**src/design/knt_pkg.sv**
```systemverilog
`timescale 1ns / 1ps
// Shared types, constants and helpers for the keyword/number tokenizer.
// No dependencies; used by every module in design/.
package knt_pkg;

    localparam int LINE_MAX             = 4096;
    localparam int KEYWORD_MAX_LEN_DEF  = 8;
    localparam int COL_MAX_INT          = ((LINE_MAX - 1) > 4095) ? 4095 : (LINE_MAX - 1);
    localparam logic [11:0] COL_MAX     = 12'(COL_MAX_INT);
    localparam logic [11:0] LEN_MAX     = 12'hFFF;

    // keywords are compared on their first eight characters
    localparam int KW_CMP_LEN           = 8;
    localparam int KW_COUNT             = 23;

    localparam int QUEUE_DEPTH          = 4;
    localparam int TDATA_W              = 40;

    localparam logic [7:0] CH_PLUS      = 8'h2B;
    localparam logic [7:0] CH_MINUS     = 8'h2D;
    localparam logic [7:0] CH_STAR      = 8'h2A;
    localparam logic [7:0] CH_SLASH     = 8'h2F;
    localparam logic [7:0] CH_LPAREN    = 8'h28;
    localparam logic [7:0] CH_RPAREN    = 8'h29;
    localparam logic [7:0] CH_LBRACE    = 8'h7B;
    localparam logic [7:0] CH_RBRACE    = 8'h7D;
    localparam logic [7:0] CH_POINT     = 8'h2E;
    localparam logic [7:0] CH_SPACE     = 8'h20;
    localparam logic [7:0] CH_TAB       = 8'h09;
    localparam logic [7:0] CH_LF        = 8'h0A;
    localparam logic [7:0] CH_CR        = 8'h0D;

    // keyword text, right aligned: the last character sits in the low byte
    localparam logic [63:0] KW_TEXT [KW_COUNT] = '{
        64'("int"), 64'("float"), 64'("string"), 64'("bool"), 64'("char"),
        64'("if"), 64'("elif"), 64'("else"), 64'("branch"),
        64'("public"), 64'("private"), 64'("inherit"), 64'("package"),
        64'("nosign"), 64'("const"), 64'("extended"),
        64'("do"), 64'("while"), 64'("for"), 64'("repeat"),
        64'("in"), 64'("struct"), 64'("return")
    };

    localparam int KW_LEN [KW_COUNT] = '{
        3, 5, 6, 4, 4,
        2, 4, 4, 6,
        6, 7, 7, 7,
        6, 5, 8,
        2, 5, 3, 6,
        2, 6, 6
    };

    typedef enum logic [1:0] {
        MODE_IDLE = 2'd0,
        MODE_WORD = 2'd1,
        MODE_NUM  = 2'd2
    } scan_mode_t;

    typedef enum logic [2:0] {
        KIND_KEYWORD    = 3'd0,
        KIND_IDENTIFIER = 3'd1,
        KIND_INTEGER    = 3'd2,
        KIND_FLOAT      = 3'd3,
        KIND_OPERATOR   = 3'd4,
        KIND_PUNCT      = 3'd5,
        KIND_UNKNOWN    = 3'd6
    } kind_t;

    typedef struct packed {
        kind_t       kind;
        logic [11:0] start;
        logic [11:0] length;
        logic [7:0]  first;
        logic        last;
    } token_t;

    // tokens produced by one character, in output order
    typedef struct packed {
        logic [1:0] n;
        token_t     tok0;
        token_t     tok1;
    } push_t;

    // character i of keyword k, zero past its end
    function automatic logic [7:0] kw_byte(input int k, input int i);
        int sh;
        sh = KW_LEN[k] - 1 - i;
        if (sh < 0)
            return 8'h00;
        return 8'(KW_TEXT[k] >> (8 * sh));
    endfunction

    function automatic logic is_alpha(input logic [7:0] c);
        return ((c >= 8'h61) && (c <= 8'h7A)) || ((c >= 8'h41) && (c <= 8'h5A));
    endfunction

    function automatic logic is_digit(input logic [7:0] c);
        return (c >= 8'h30) && (c <= 8'h39);
    endfunction

    function automatic logic is_space(input logic [7:0] c);
        return (c == CH_SPACE) || (c == CH_TAB) || (c == CH_LF) || (c == CH_CR);
    endfunction

endpackage

```
**src/design/keyword_number_tokenizer_unit.sv**
```systemverilog
`timescale 1ns / 1ps
// Keyword/number tokenizer, top level: stream ports, scanner and result queue.
// Depends on knt_pkg, knt_scan, knt_out_queue.
//
// One source character is taken per cycle on the s_ stream while s_tready
// is high (tlast marks the last character of a line). Each character yields
// zero, one or two tokens, delivered one per cycle on the m_ stream while
// m_tready is high, with tlast set on the last token that character caused.
// A character passes through one input register, then a four-entry result
// queue whose head drives m_tdata. Input runs at one character per cycle as
// long as the output drains one token per cycle; characters that yield two
// tokens go out as two transfers, and the queue holds off input when fewer
// than two slots would be free. An unknown character is reported and then
// every further character is taken and dropped until reset.
module keyword_number_tokenizer_unit
#(
    parameter int KEYWORD_MAX_LEN = knt_pkg::KEYWORD_MAX_LEN_DEF
)
(
    input  logic                        clk,
    input  logic                        rst_n,
    input  logic                        s_tvalid,
    output logic                        s_tready,
    input  logic [7:0]                  s_tdata,   // [7:0] ch
    input  logic                        s_tlast,
    output logic                        m_tvalid,
    input  logic                        m_tready,
    // [2:0] token_kind, [14:3] start_column, [26:15] token_length,
    // [34:27] first_char, [39:35] zero
    output logic [knt_pkg::TDATA_W-1:0] m_tdata,
    output logic                        m_tlast
);

    knt_pkg::push_t  push;
    knt_pkg::token_t head;
    logic            room;
    logic            halted;

    knt_scan
    #(
        .KEYWORD_MAX_LEN (KEYWORD_MAX_LEN)
    )
    u_scan
    (
        .clk      (clk),
        .rst_n    (rst_n),
        .in_valid (s_tvalid),
        .in_ready (s_tready),
        .in_ch    (s_tdata),
        .in_le    (s_tlast),
        .room     (room),
        .push     (push),
        .halted   (halted)
    );

    knt_out_queue u_queue
    (
        .clk       (clk),
        .rst_n     (rst_n),
        .push      (push),
        .room      (room),
        .out_valid (m_tvalid),
        .out_ready (m_tready),
        .out_tok   (head)
    );

    assign m_tdata = {5'd0, head.first, head.length, head.start, head.kind};
    assign m_tlast = head.last;

`ifndef SYNTHESIS
    a_push_max: assert property (@(posedge clk) disable iff (!rst_n)
        push.n != 2'd3)
        else $error("scanner produced more than two tokens");

    a_push_room: assert property (@(posedge clk) disable iff (!rst_n)
        (push.n != 2'd0) |-> room)
        else $error("token pushed into a full queue");

    a_halt_sticky: assert property (@(posedge clk) disable iff (!rst_n)
        halted |=> halted)
        else $error("halt cleared without reset");

    a_halt_silent: assert property (@(posedge clk) disable iff (!rst_n)
        $past(halted) && halted |-> (push.n == 2'd0))
        else $error("tokens produced while halted");
`endif

endmodule

```
**src/design/knt_kw_match.sv**
```systemverilog
`timescale 1ns / 1ps
// Parallel compare of a word prefix against the fixed keyword list.
// Depends on knt_pkg.
module knt_kw_match
(
    input  logic [7:0]  prefix [knt_pkg::KW_CMP_LEN],
    input  logic [11:0] count,
    output logic        match
);

    logic same;

    always_comb
    begin
        match = 1'b0;
        same  = 1'b0;
        for (int k = 0; k < knt_pkg::KW_COUNT; k++)
        begin
            same = (count == 12'(knt_pkg::KW_LEN[k]));
            for (int i = 0; i < knt_pkg::KW_CMP_LEN; i++)
            begin
                if (i < knt_pkg::KW_LEN[k])
                begin
                    if (prefix[i] != knt_pkg::kw_byte(k, i))
                        same = 1'b0;
                end
            end
            match = match | same;
        end
    end

endmodule

```
**src/design/knt_scan.sv**
```systemverilog
`timescale 1ns / 1ps
// Input register and scanner: classifies one character per cycle when not stalled, keeps
// the pending word/number state, emits up to two tokens. Depends on knt_pkg, knt_kw_match.
module knt_scan
#(
    parameter int KEYWORD_MAX_LEN = knt_pkg::KEYWORD_MAX_LEN_DEF
)
(
    input  logic           clk,
    input  logic           rst_n,
    input  logic           in_valid,
    output logic           in_ready,
    input  logic [7:0]     in_ch,
    input  logic           in_le,
    input  logic           room,
    output knt_pkg::push_t push,
    output logic           halted
);

    localparam int IDX_W = $clog2(KEYWORD_MAX_LEN);

    logic                  in_valid_reg, in_valid_next;
    logic [7:0]            ch_reg;
    logic                  le_reg;

    knt_pkg::scan_mode_t   mode_reg, mode_next;
    logic                  point_reg, point_next;
    logic [11:0]           col_reg, col_next;
    logic [11:0]           start_reg, start_next;
    logic [11:0]           count_reg, count_next;
    logic [7:0]            first_reg, first_next;
    logic                  halted_reg, halted_next;
    logic [7:0]            prefix_reg [KEYWORD_MAX_LEN];

    logic                  advance, step;
    logic                  c_alpha, c_digit, c_space, c_op, c_punct, cont;
    logic                  wr_en;
    logic [IDX_W-1:0]      wr_idx;
    logic [7:0]            pre_cur [knt_pkg::KW_CMP_LEN];
    logic [7:0]            pre_mid [knt_pkg::KW_CMP_LEN];
    logic                  match_cur, match_mid;
    logic                  f1, sg, f2;
    knt_pkg::token_t       t_f1, t_sg, t_f2;
    knt_pkg::scan_mode_t   mode_mid;
    logic                  point_mid;

    assign advance  = in_valid_reg && room;
    assign in_ready = !in_valid_reg || room;
    assign step     = advance && !halted_reg;
    assign halted   = halted_reg;

    always_ff @(posedge clk or negedge rst_n)
    begin
        if (!rst_n)
        begin
            in_valid_reg <= 1'b0;
            mode_reg     <= knt_pkg::MODE_IDLE;
            point_reg    <= 1'b0;
            col_reg      <= '0;
            start_reg    <= '0;
            count_reg    <= '0;
            first_reg    <= '0;
            halted_reg   <= 1'b0;
        end
        else
        begin
            in_valid_reg <= in_valid_next;
            mode_reg     <= mode_next;
            point_reg    <= point_next;
            col_reg      <= col_next;
            start_reg    <= start_next;
            count_reg    <= count_next;
            first_reg    <= first_next;
            halted_reg   <= halted_next;
        end
    end

    always_ff @(posedge clk)
    begin
        if (in_valid && in_ready)
        begin
            ch_reg <= in_ch;
            le_reg <= in_le;
        end
        if (step && wr_en)
            prefix_reg[wr_idx] <= ch_reg;
    end

    always_comb
    begin
        if (in_valid && in_ready)
            in_valid_next = 1'b1;
        else if (advance)
            in_valid_next = 1'b0;
        else
            in_valid_next = in_valid_reg;
    end

    // character classes
    always_comb
    begin
        c_alpha = knt_pkg::is_alpha(ch_reg);
        c_digit = knt_pkg::is_digit(ch_reg);
        c_space = knt_pkg::is_space(ch_reg);
        c_op    = (ch_reg == knt_pkg::CH_PLUS) || (ch_reg == knt_pkg::CH_MINUS) ||
                  (ch_reg == knt_pkg::CH_STAR) || (ch_reg == knt_pkg::CH_SLASH);
        c_punct = (ch_reg == knt_pkg::CH_LPAREN) || (ch_reg == knt_pkg::CH_RPAREN) ||
                  (ch_reg == knt_pkg::CH_LBRACE) || (ch_reg == knt_pkg::CH_RBRACE);
        cont    = ((mode_reg == knt_pkg::MODE_WORD) && (c_alpha || c_digit)) ||
                  ((mode_reg == knt_pkg::MODE_NUM) &&
                   (c_digit || ((ch_reg == knt_pkg::CH_POINT) && !point_reg)));
    end

    // prefix write: next character of a word, or the first of a new word or number
    always_comb
    begin
        wr_en  = 1'b0;
        wr_idx = '0;
        if (cont)
        begin
            wr_en  = (mode_reg == knt_pkg::MODE_WORD) &&
                     (count_reg < 12'(KEYWORD_MAX_LEN));
            wr_idx = count_reg[IDX_W-1:0];
        end
        else if (c_alpha || c_digit)
        begin
            wr_en  = 1'b1;
            wr_idx = '0;
        end
        for (int i = 0; i < knt_pkg::KW_CMP_LEN; i++)
        begin
            pre_cur[i] = prefix_reg[i];
            pre_mid[i] = (wr_en && (wr_idx == IDX_W'(i))) ? ch_reg : prefix_reg[i];
        end
    end

    knt_kw_match u_match_cur
    (
        .prefix (pre_cur),
        .count  (count_reg),
        .match  (match_cur)
    );

    knt_kw_match u_match_mid
    (
        .prefix (pre_mid),
        .count  (count_next),
        .match  (match_mid)
    );

    always_comb
    begin
        mode_mid    = mode_reg;
        point_mid   = point_reg;
        start_next  = start_reg;
        count_next  = count_reg;
        first_next  = first_reg;
        halted_next = halted_reg;
        col_next    = col_reg;

        f1 = !cont && (mode_reg != knt_pkg::MODE_IDLE);
        sg = !cont && !c_space && !c_alpha && !c_digit;

        t_f1.kind   = (mode_reg == knt_pkg::MODE_WORD) ?
                      (match_cur ? knt_pkg::KIND_KEYWORD : knt_pkg::KIND_IDENTIFIER) :
                      (point_reg ? knt_pkg::KIND_FLOAT : knt_pkg::KIND_INTEGER);
        t_f1.start  = start_reg;
        t_f1.length = count_reg;
        t_f1.first  = first_reg;
        t_f1.last   = 1'b0;

        t_sg.kind   = c_op ? knt_pkg::KIND_OPERATOR :
                      (c_punct ? knt_pkg::KIND_PUNCT : knt_pkg::KIND_UNKNOWN);
        t_sg.start  = col_reg;
        t_sg.length = 12'd1;
        t_sg.first  = ch_reg;
        t_sg.last   = 1'b0;

        if (cont)
        begin
            if (ch_reg == knt_pkg::CH_POINT)
                point_mid = 1'b1;
            if (count_reg < knt_pkg::LEN_MAX)
                count_next = count_reg + 12'd1;
        end
        else if (c_alpha || c_digit)
        begin
            mode_mid   = c_alpha ? knt_pkg::MODE_WORD : knt_pkg::MODE_NUM;
            point_mid  = 1'b0;
            start_next = col_reg;
            count_next = 12'd1;
            first_next = ch_reg;
        end
        else
        begin
            mode_mid  = knt_pkg::MODE_IDLE;
            point_mid = 1'b0;
            if (sg && !c_op && !c_punct)
                halted_next = 1'b1;
        end

        // line end flushes whatever is still open after this character
        f2 = le_reg && (mode_mid != knt_pkg::MODE_IDLE);

        mode_next  = f2 ? knt_pkg::MODE_IDLE : mode_mid;
        point_next = f2 ? 1'b0 : point_mid;

        if (le_reg)
            col_next = '0;
        else if (col_reg < knt_pkg::COL_MAX)
            col_next = col_reg + 12'd1;

        if (!step)
        begin
            mode_next   = mode_reg;
            point_next  = point_reg;
            start_next  = start_reg;
            count_next  = count_reg;
            first_next  = first_reg;
            halted_next = halted_reg;
            col_next    = col_reg;
        end
    end

    // line-end token, built from the state after this character
    always_comb
    begin
        t_f2.kind   = (mode_mid == knt_pkg::MODE_WORD) ?
                      (match_mid ? knt_pkg::KIND_KEYWORD : knt_pkg::KIND_IDENTIFIER) :
                      (point_mid ? knt_pkg::KIND_FLOAT : knt_pkg::KIND_INTEGER);
        t_f2.start  = start_next;
        t_f2.length = count_next;
        t_f2.first  = first_next;
        t_f2.last   = 1'b0;
    end

    // pack the produced tokens in order: pending flush, single, line-end flush
    always_comb
    begin
        push.tok0 = f1 ? t_f1 : (sg ? t_sg : t_f2);
        push.tok1 = f1 ? (sg ? t_sg : t_f2) : t_f2;
        push.n    = step ? (2'({1'b0, f1}) + 2'({1'b0, sg}) + 2'({1'b0, f2})) : 2'd0;
        push.tok0.last = (push.n == 2'd1);
        push.tok1.last = 1'b1;
    end

endmodule

```
**src/design/knt_out_queue.sv**
```systemverilog
`timescale 1ns / 1ps
// Result queue: takes up to two tokens a cycle, presents one token a cycle
// while out_ready is high, from a fixed head register. Depends on knt_pkg.
module knt_out_queue
(
    input  logic            clk,
    input  logic            rst_n,
    input  knt_pkg::push_t  push,
    output logic            room,
    output logic            out_valid,
    input  logic            out_ready,
    output knt_pkg::token_t out_tok
);

    localparam int DEPTH = knt_pkg::QUEUE_DEPTH;
    localparam int CNT_W = $clog2(DEPTH + 1);
    localparam int IDX_W = $clog2(DEPTH);

    knt_pkg::token_t  q_reg [DEPTH];
    knt_pkg::token_t  q_next [DEPTH];
    logic [CNT_W-1:0] count_reg, count_next;
    logic [CNT_W-1:0] cnt_after;
    logic             pop;
    logic [IDX_W-1:0] idx0, idx1;

    assign out_valid = (count_reg != '0);
    assign out_tok   = q_reg[0];
    assign pop       = out_valid && out_ready;
    assign cnt_after = count_reg - CNT_W'(pop);
    // a character can yield two tokens, so keep two slots free
    assign room      = (cnt_after <= CNT_W'(DEPTH - 2));
    assign idx0      = cnt_after[IDX_W-1:0];
    assign idx1      = idx0 + IDX_W'(1);

    always_comb
    begin
        for (int i = 0; i < DEPTH; i++)
        begin
            if (pop && (i < DEPTH - 1))
                q_next[i] = q_reg[(i + 1) % DEPTH];
            else
                q_next[i] = q_reg[i];
            if ((push.n != 2'd0) && (idx0 == IDX_W'(i)))
                q_next[i] = push.tok0;
            if ((push.n == 2'd2) && (idx1 == IDX_W'(i)))
                q_next[i] = push.tok1;
        end
        count_next = cnt_after + CNT_W'(push.n);
    end

    always_ff @(posedge clk or negedge rst_n)
    begin
        if (!rst_n)
            count_reg <= '0;
        else
            count_reg <= count_next;
    end

    always_ff @(posedge clk)
    begin
        for (int i = 0; i < DEPTH; i++)
            q_reg[i] <= q_next[i];
    end

endmodule

```
**config.mk**
```make
export PLATFORM = sky130hd
export DESIGN_NAME = keyword_number_tokenizer_unit
export DESIGN_NICKNAME = d
export VERILOG_FILES = /design/src/design/knt_pkg.sv /design/src/design/keyword_number_tokenizer_unit.sv /design/src/design/knt_kw_match.sv /design/src/design/knt_scan.sv /design/src/design/knt_out_queue.sv
export SDC_FILE = /design/constraint.sdc
export NUM_CORES = 1
export LEC_CHECK = 0
export BUFFER_PORTS_ARGS = -buffer_cell sky130_fd_sc_hd__buf_4
export CAP_MARGIN = 10
export CORE_UTILIZATION = 25
export DETAILED_ROUTE_END_ITERATION = 8
export MAX_ROUTING_LAYER = met4
export PLACE_DENSITY = 0.5
export SLEW_MARGIN = 0
export SYNTH_ARGS = -nofsm -noshare
export SYNTH_HDL_FRONTEND = slang
export SYNTH_SLANG_ARGS = --single-unit
export TNS_END_PERCENT = 5
```
**constraint.sdc**
```tcl
create_clock -name clk -period 7.3 [get_ports clk]
set_clock_uncertainty 0.05 [all_clocks]
set_input_delay 1.095 -clock clk [delete_from_list [all_inputs] [get_ports clk]]
set_output_delay 1.095 -clock clk [all_outputs]
set_load 0.1 [all_outputs]
```
Word level (Yosys, flattened, before mapping)
Memories as Yosys holds them, arrays and structs flattened.
Index checks and enable logic that the tools add are counted.
Storage, ports and cells
  bits in registers: 61
  memory bits (writable): 208
  output and inout port bits: 43
  memories: 2
Cells by class
  $add $sub $neg: 7
  magnitude comparators: 10
  eq/ne operators: 169
  mux-type cells: 267
  bitwise operators: 46
  reductions and logical operators: 69
Memories
  u_queue.q_reg: depth 4, bits a word 36, rd ports 4, clocked after memory_dff 0, write ports 4, RTL line knt_out_queue.sv:19  | knt_pkg::token_t q_reg [DEPTH];
  u_scan.prefix_reg: depth 8, bits a word 8, rd ports 8, clocked after memory_dff 0, write ports 1, RTL line knt_scan.sv:33  | logic [7:0] prefix_reg [KEYWORD_MAX_LEN];
Operators with widths (count)
  8-bit by 7-bit != test with 1-bit output (second input constant): 124
  36-bit 2-to-1 mux: 14
  1-bit 2-to-1 mux: 223
  12-bit 2-to-1 mux: 9
  12-bit by 3-bit equality test with 1-bit output (second input constant): 8
  8-bit 2-to-1 mux: 11
  8-bit by 6-bit equality test with 1-bit output (second input constant): 8
  12-bit by 2-bit equality test with 1-bit output (second input constant): 4
  1-bit OR: 44
  1-bit logical AND: 35
  12-bit by 1-bit adder with 12-bit output (second input constant): 2
  12-bit by 4-bit equality test with 1-bit output (second input constant): 2
  8-bit by 4-bit equality test with 1-bit output (second input constant): 3
  12-bit < comparator (second input constant): 2
  8-bit by 7-bit equality test with 1-bit output (second input constant): 2
  8-bit by 7-bit >= comparator with 1-bit output (second input constant): 2
  8-bit by 7-bit less-or-equal comparator with 1-bit output (second input constant): 2
  1-bit logical OR: 14
  2-bit equality test (second input constant): 6
  3-bit equality test (second input constant): 4
  12-bit by 4-bit < comparator with 1-bit output (second input constant): 1
  2-bit 2-to-1 mux: 6
  3-bit 2-to-1 mux: 4
  2-bit by 1-bit equality test with 1-bit output (second input constant): 5
  18 further kinds: 33

Longest topological paths before layout
  depth in word-level cells: 44
  mapped depth: 21
  gate-level depth less buffers: 18

Cells and area by module
Synthesis repeated with hierarchy kept, for this count alone.
Unflattened totals
  cell total of the unflattened synthesis: 1593
  area, all modules: 16829.9 um^2
By module, submodules not included
  knt_out_queue: instances 1, cells an instance 677, area an instance 7699.9 um^2, seq. area each 4399.2 um^2
  knt_scan: instances 1, cells an instance 570, area an instance 6621.4 um^2, seq. area each 3418.3 um^2
  knt_kw_match at u_scan.u_match_mid: instances 1, cells an instance 170, area an instance 1236.2 um^2, seq. area each 0.0 um^2
  knt_kw_match at u_scan.u_match_cur: instances 1, cells an instance 170, area an instance 1231.2 um^2, seq. area each 0.0 um^2
  keyword_number_tokenizer_unit: instances 1, cells an instance 6, area an instance 41.3 um^2, seq. area each 0.0 um^2

Worst setup path before layout
Ideal clock, no wire load.
  kind: register to output
  from: register u_queue.count_reg[2]
  to: output port s_tready
  arrival: 4587 ps
  path slack: 1568 ps
  stages on the path, launching flop included: 9
  path buffers: 1
  path through: dfrtp_1 or3_1 nand2_1 inv_1 ha_1 ha_1 clkbuf_1 nor2_1 o21ai_0
Between the ends
  longest elaborated chain between the ends: 5
Ends and longest elaborated chain
  start: declaration: RTL line knt_out_queue.sv:21  | logic [CNT_W-1:0] count_reg, count_next;
  start signal: assignment: RTL line knt_out_queue.sv:56  | count_reg <= count_next;
  3-bit nonzero test: RTL line knt_out_queue.sv:26  | assign out_valid = (count_reg != '0);
  net m_tvalid: RTL line keyword_number_tokenizer_unit.sv:26  | output logic m_tvalid,
  1-bit logical AND: RTL line knt_out_queue.sv:28  | assign pop = out_valid && out_ready;
  3-bit by 1-bit subtractor with 3-bit output: RTL line knt_out_queue.sv:29  | assign cnt_after = count_reg - CNT_W'(pop);
  3-bit by 2-bit less-or-equal comparator with 1-bit output: RTL line knt_out_queue.sv:31  | assign room = (cnt_after <= CNT_W'(DEPTH - 2));
  1-bit logical OR: RTL line knt_scan.sv:48  | assign in_ready = !in_valid_reg || room;
  end: declaration: RTL line keyword_number_tokenizer_unit.sv:23  | output logic s_tready,
The timed path passes the listed nets, and every way through them passes these cells.

==> metrics.txt <==
outcome completed; global placer's final weighted congestion 0.952; Die Ht 249 um; MaxCap Viol Count 0; Synth-to-Final Area Change 17.1%; DP Worst Slack 1.53 ns; Worst-Skew Late Latency 0.55 ns; nets 1,572; gr ovfl total 0; final setup violation count 0; CP Launch Type flop; post-layout min period 5.38 ns; CP Max Fanout 19; Crit Path Category reg2reg; post-synth top area share 42.1%; Post-synth EDFFs 213; final instance area 17,800 um^2; Reg power frac 35.6%; CTS Hold Bufs 0; total wire length 54,600 um; Worst Hold Class reg2reg; initial antenna violation count 1; Seq cells post-synth 269; final setup margin 1.92 ns; Mapped Area 15,200 um^2; DR iter-0 viols 1,260; Logic pwr share 32.4%; GRT Total Usage 17.9%; pwr dens 335 nW/um^2; leading area contributor after synthesis edfxtp_1; Yosys cell types 99; max incr delay on CP 0.58 ns; Fin Hold WS 0.407 ns; Crit. End Element flop; synthesized area per cell 10.0 um^2; fin crit share 73.7%; Net Sw Power 2.30 mW; H-tree lvl count 2; Buffers & Inverters on Critical Path 2; Die Span X 249 um; P_leak 6.10 nW; via/cell ratio 5.38; CTS tree done; I/O pin cnt 56; critical path's slowest cell or4_4; peak supply drop 0.311 mV; antenna diode count 0; area of the die 61,800 um^2; root buffer cell clkbuf_16; Worst-Margin Slew 1.13 ns; first-pass GRT wire length 82,400 um; slew margin rel. 24.1%; largest net degree at the start of global routing 72; synth top area cells edfxtp_1, dfrtp_1, nand2_1; commonest non-fill, non-tap cell in the layout edfxtp_1; ys async rst share 19.3%; CP required 7.56 ns; clk sink count 269; Core ar. 60,200 um^2; critical path's top delay family simple AND/OR/NAND/NOR gates; Clk pwr share 31.9%; Int Power 3.66 mW; post-CTS setup buffer count 0; HPWL after detailed placement 39,300 um; Ys Warns 0; max-slew violation count 0; critical-path cell list or3_1 > nand2_1 > inv_1 > ha_1 > ha_1 > nor2_1 > or4b_1 > buf_4 > a311oi_1 > nand2_1 > nand3_1 > o31ai_1 > or4_4 > nor3_2 > o21ai_1 > o211ai_2 > nand3_1 > a32o_1; dpl cell area 16,500 um^2; via count 12.7k; Clock Path Buffers 3; vias in the first global route 12.4k; Mapped Cells 1,516; RSZ-0062 raised after global routing no; CTS clock-pin slew for the worst setup and hold paths 0.06 ns; drt drc 0; max reg flops 144; post-synthesis sequential area ratio 51.2%; Post-DRT Antenna Nets 0; layout cells sized above 1 14.5%; routed len/inst 23.2 um; drt pass-1 iters 6; Initial Util 25.2%; FMAX 186 MHz; setup TNS 0 ns; ys flop type edfxtp_1; CP Data Arrival Time 5.64 ns; most frequent cells in the layout edfxtp_1, nand2_1, nor2_1; Resized cells post-CTS 0; Final Hold Vio Count 0; Port-buffer cells 50; # rows 90; CTS buffer count 34; Switching Share 38.5%
[area by class of cell]
type,instances,area [um^2]
repair buffers,97,748
clock inverters,25,380
well taps,782,978
flip-flops and latches,269,7780
fillers,6263,42500
clock buffers,37,883
inverters,22,82.6
multi-input cells,1125,6940
[logic make-up (layout without fill, tap and decap cells)]
family,Yosys count,count (layout),share of synthesized area [%]
AOI/OAI and AO/OA,381,381,16.5
xor gates and xnor gates,8,8,0.461
muxes,82,82,5.60
other,1,5,0.0247
and+or+nand+nor,639,639,21.8
buffers and inverters,126,181,3.53
adders and majority gates,10,10,0.922
DFF,269,269,51.2
[through the flow]
stage,std cells,power (mW),utilization (%)
after CTS,2355,6.02,29.5
after floorplan,1520,3.45,-
after global routing,2357,6.22,29.5
after global placement,2293,4.07,27.4
final,2357,5.96,29.5
after detailed placement,2293,4.08,27.4
[routing by layer]
layer / wire length (um) / part of all wire [%] / vias up / GRT usage (%)
met5: 0 / 0 / - / -
met4: 1540 / 2.8 / 0 / 5.18
met3: 3090 / 5.7 / 103 / 2.40
met2: 24400 / 45 / 478 / 27.3
met1: 25500 / 47 / 6271 / 24.7
li1: - / - / 5839 / -
[cells in the mapped netlist, drive strengths merged, types with 32 or more instances]
master	instances
nand3	60
clkbuf	72
buf	32
o211ai	66
nor2	133
dfrtp	52
a21oi	56
nor3	37
mux2i	58
o21ai	137
nor4	34
nand2	193
edfxtp	213
[power by group through the flow]
stage               combinational [mW]  clock, mW  sequential [mW]
floorplan                        0.972          0             2.48
global placement                  1.92          0             2.14
detailed placement                1.93          0             2.15
CTS                               1.94       1.96             2.12
global route                      2.07       2.01             2.15
finish                            1.93       1.90             2.12
[path summary, 6_finish.rpt]
path	startpoint	to	slack, ns	depth (start not counted)
setup / recovery	u_queue.count_reg[2]$_DFF_PN0_	u_queue.q_reg[2][33]$_DFFE_PP_	1.92	18
setup reg to reg	u_queue.count_reg[2]$_DFF_PN0_	u_queue.q_reg[2][33]$_DFFE_PP_	1.92	18
hold reg to reg	u_queue.q_reg[3][0]$_SDFFE_PP1P_	u_queue.q_reg[3][0]$_SDFFE_PP1P_	0.41	1
min in group asynchronous	rst_n	u_scan.start_reg[7]$_DFF_PN0_	0.58	1
hold / removal	u_queue.q_reg[3][0]$_SDFFE_PP1P_	u_queue.q_reg[3][0]$_SDFFE_PP1P_	0.41	1
max in group asynchronous	rst_n	u_queue.count_reg[0]$_DFF_PN0_	6.10	1
Note: power is estimated with default switching activity, not from simulation.
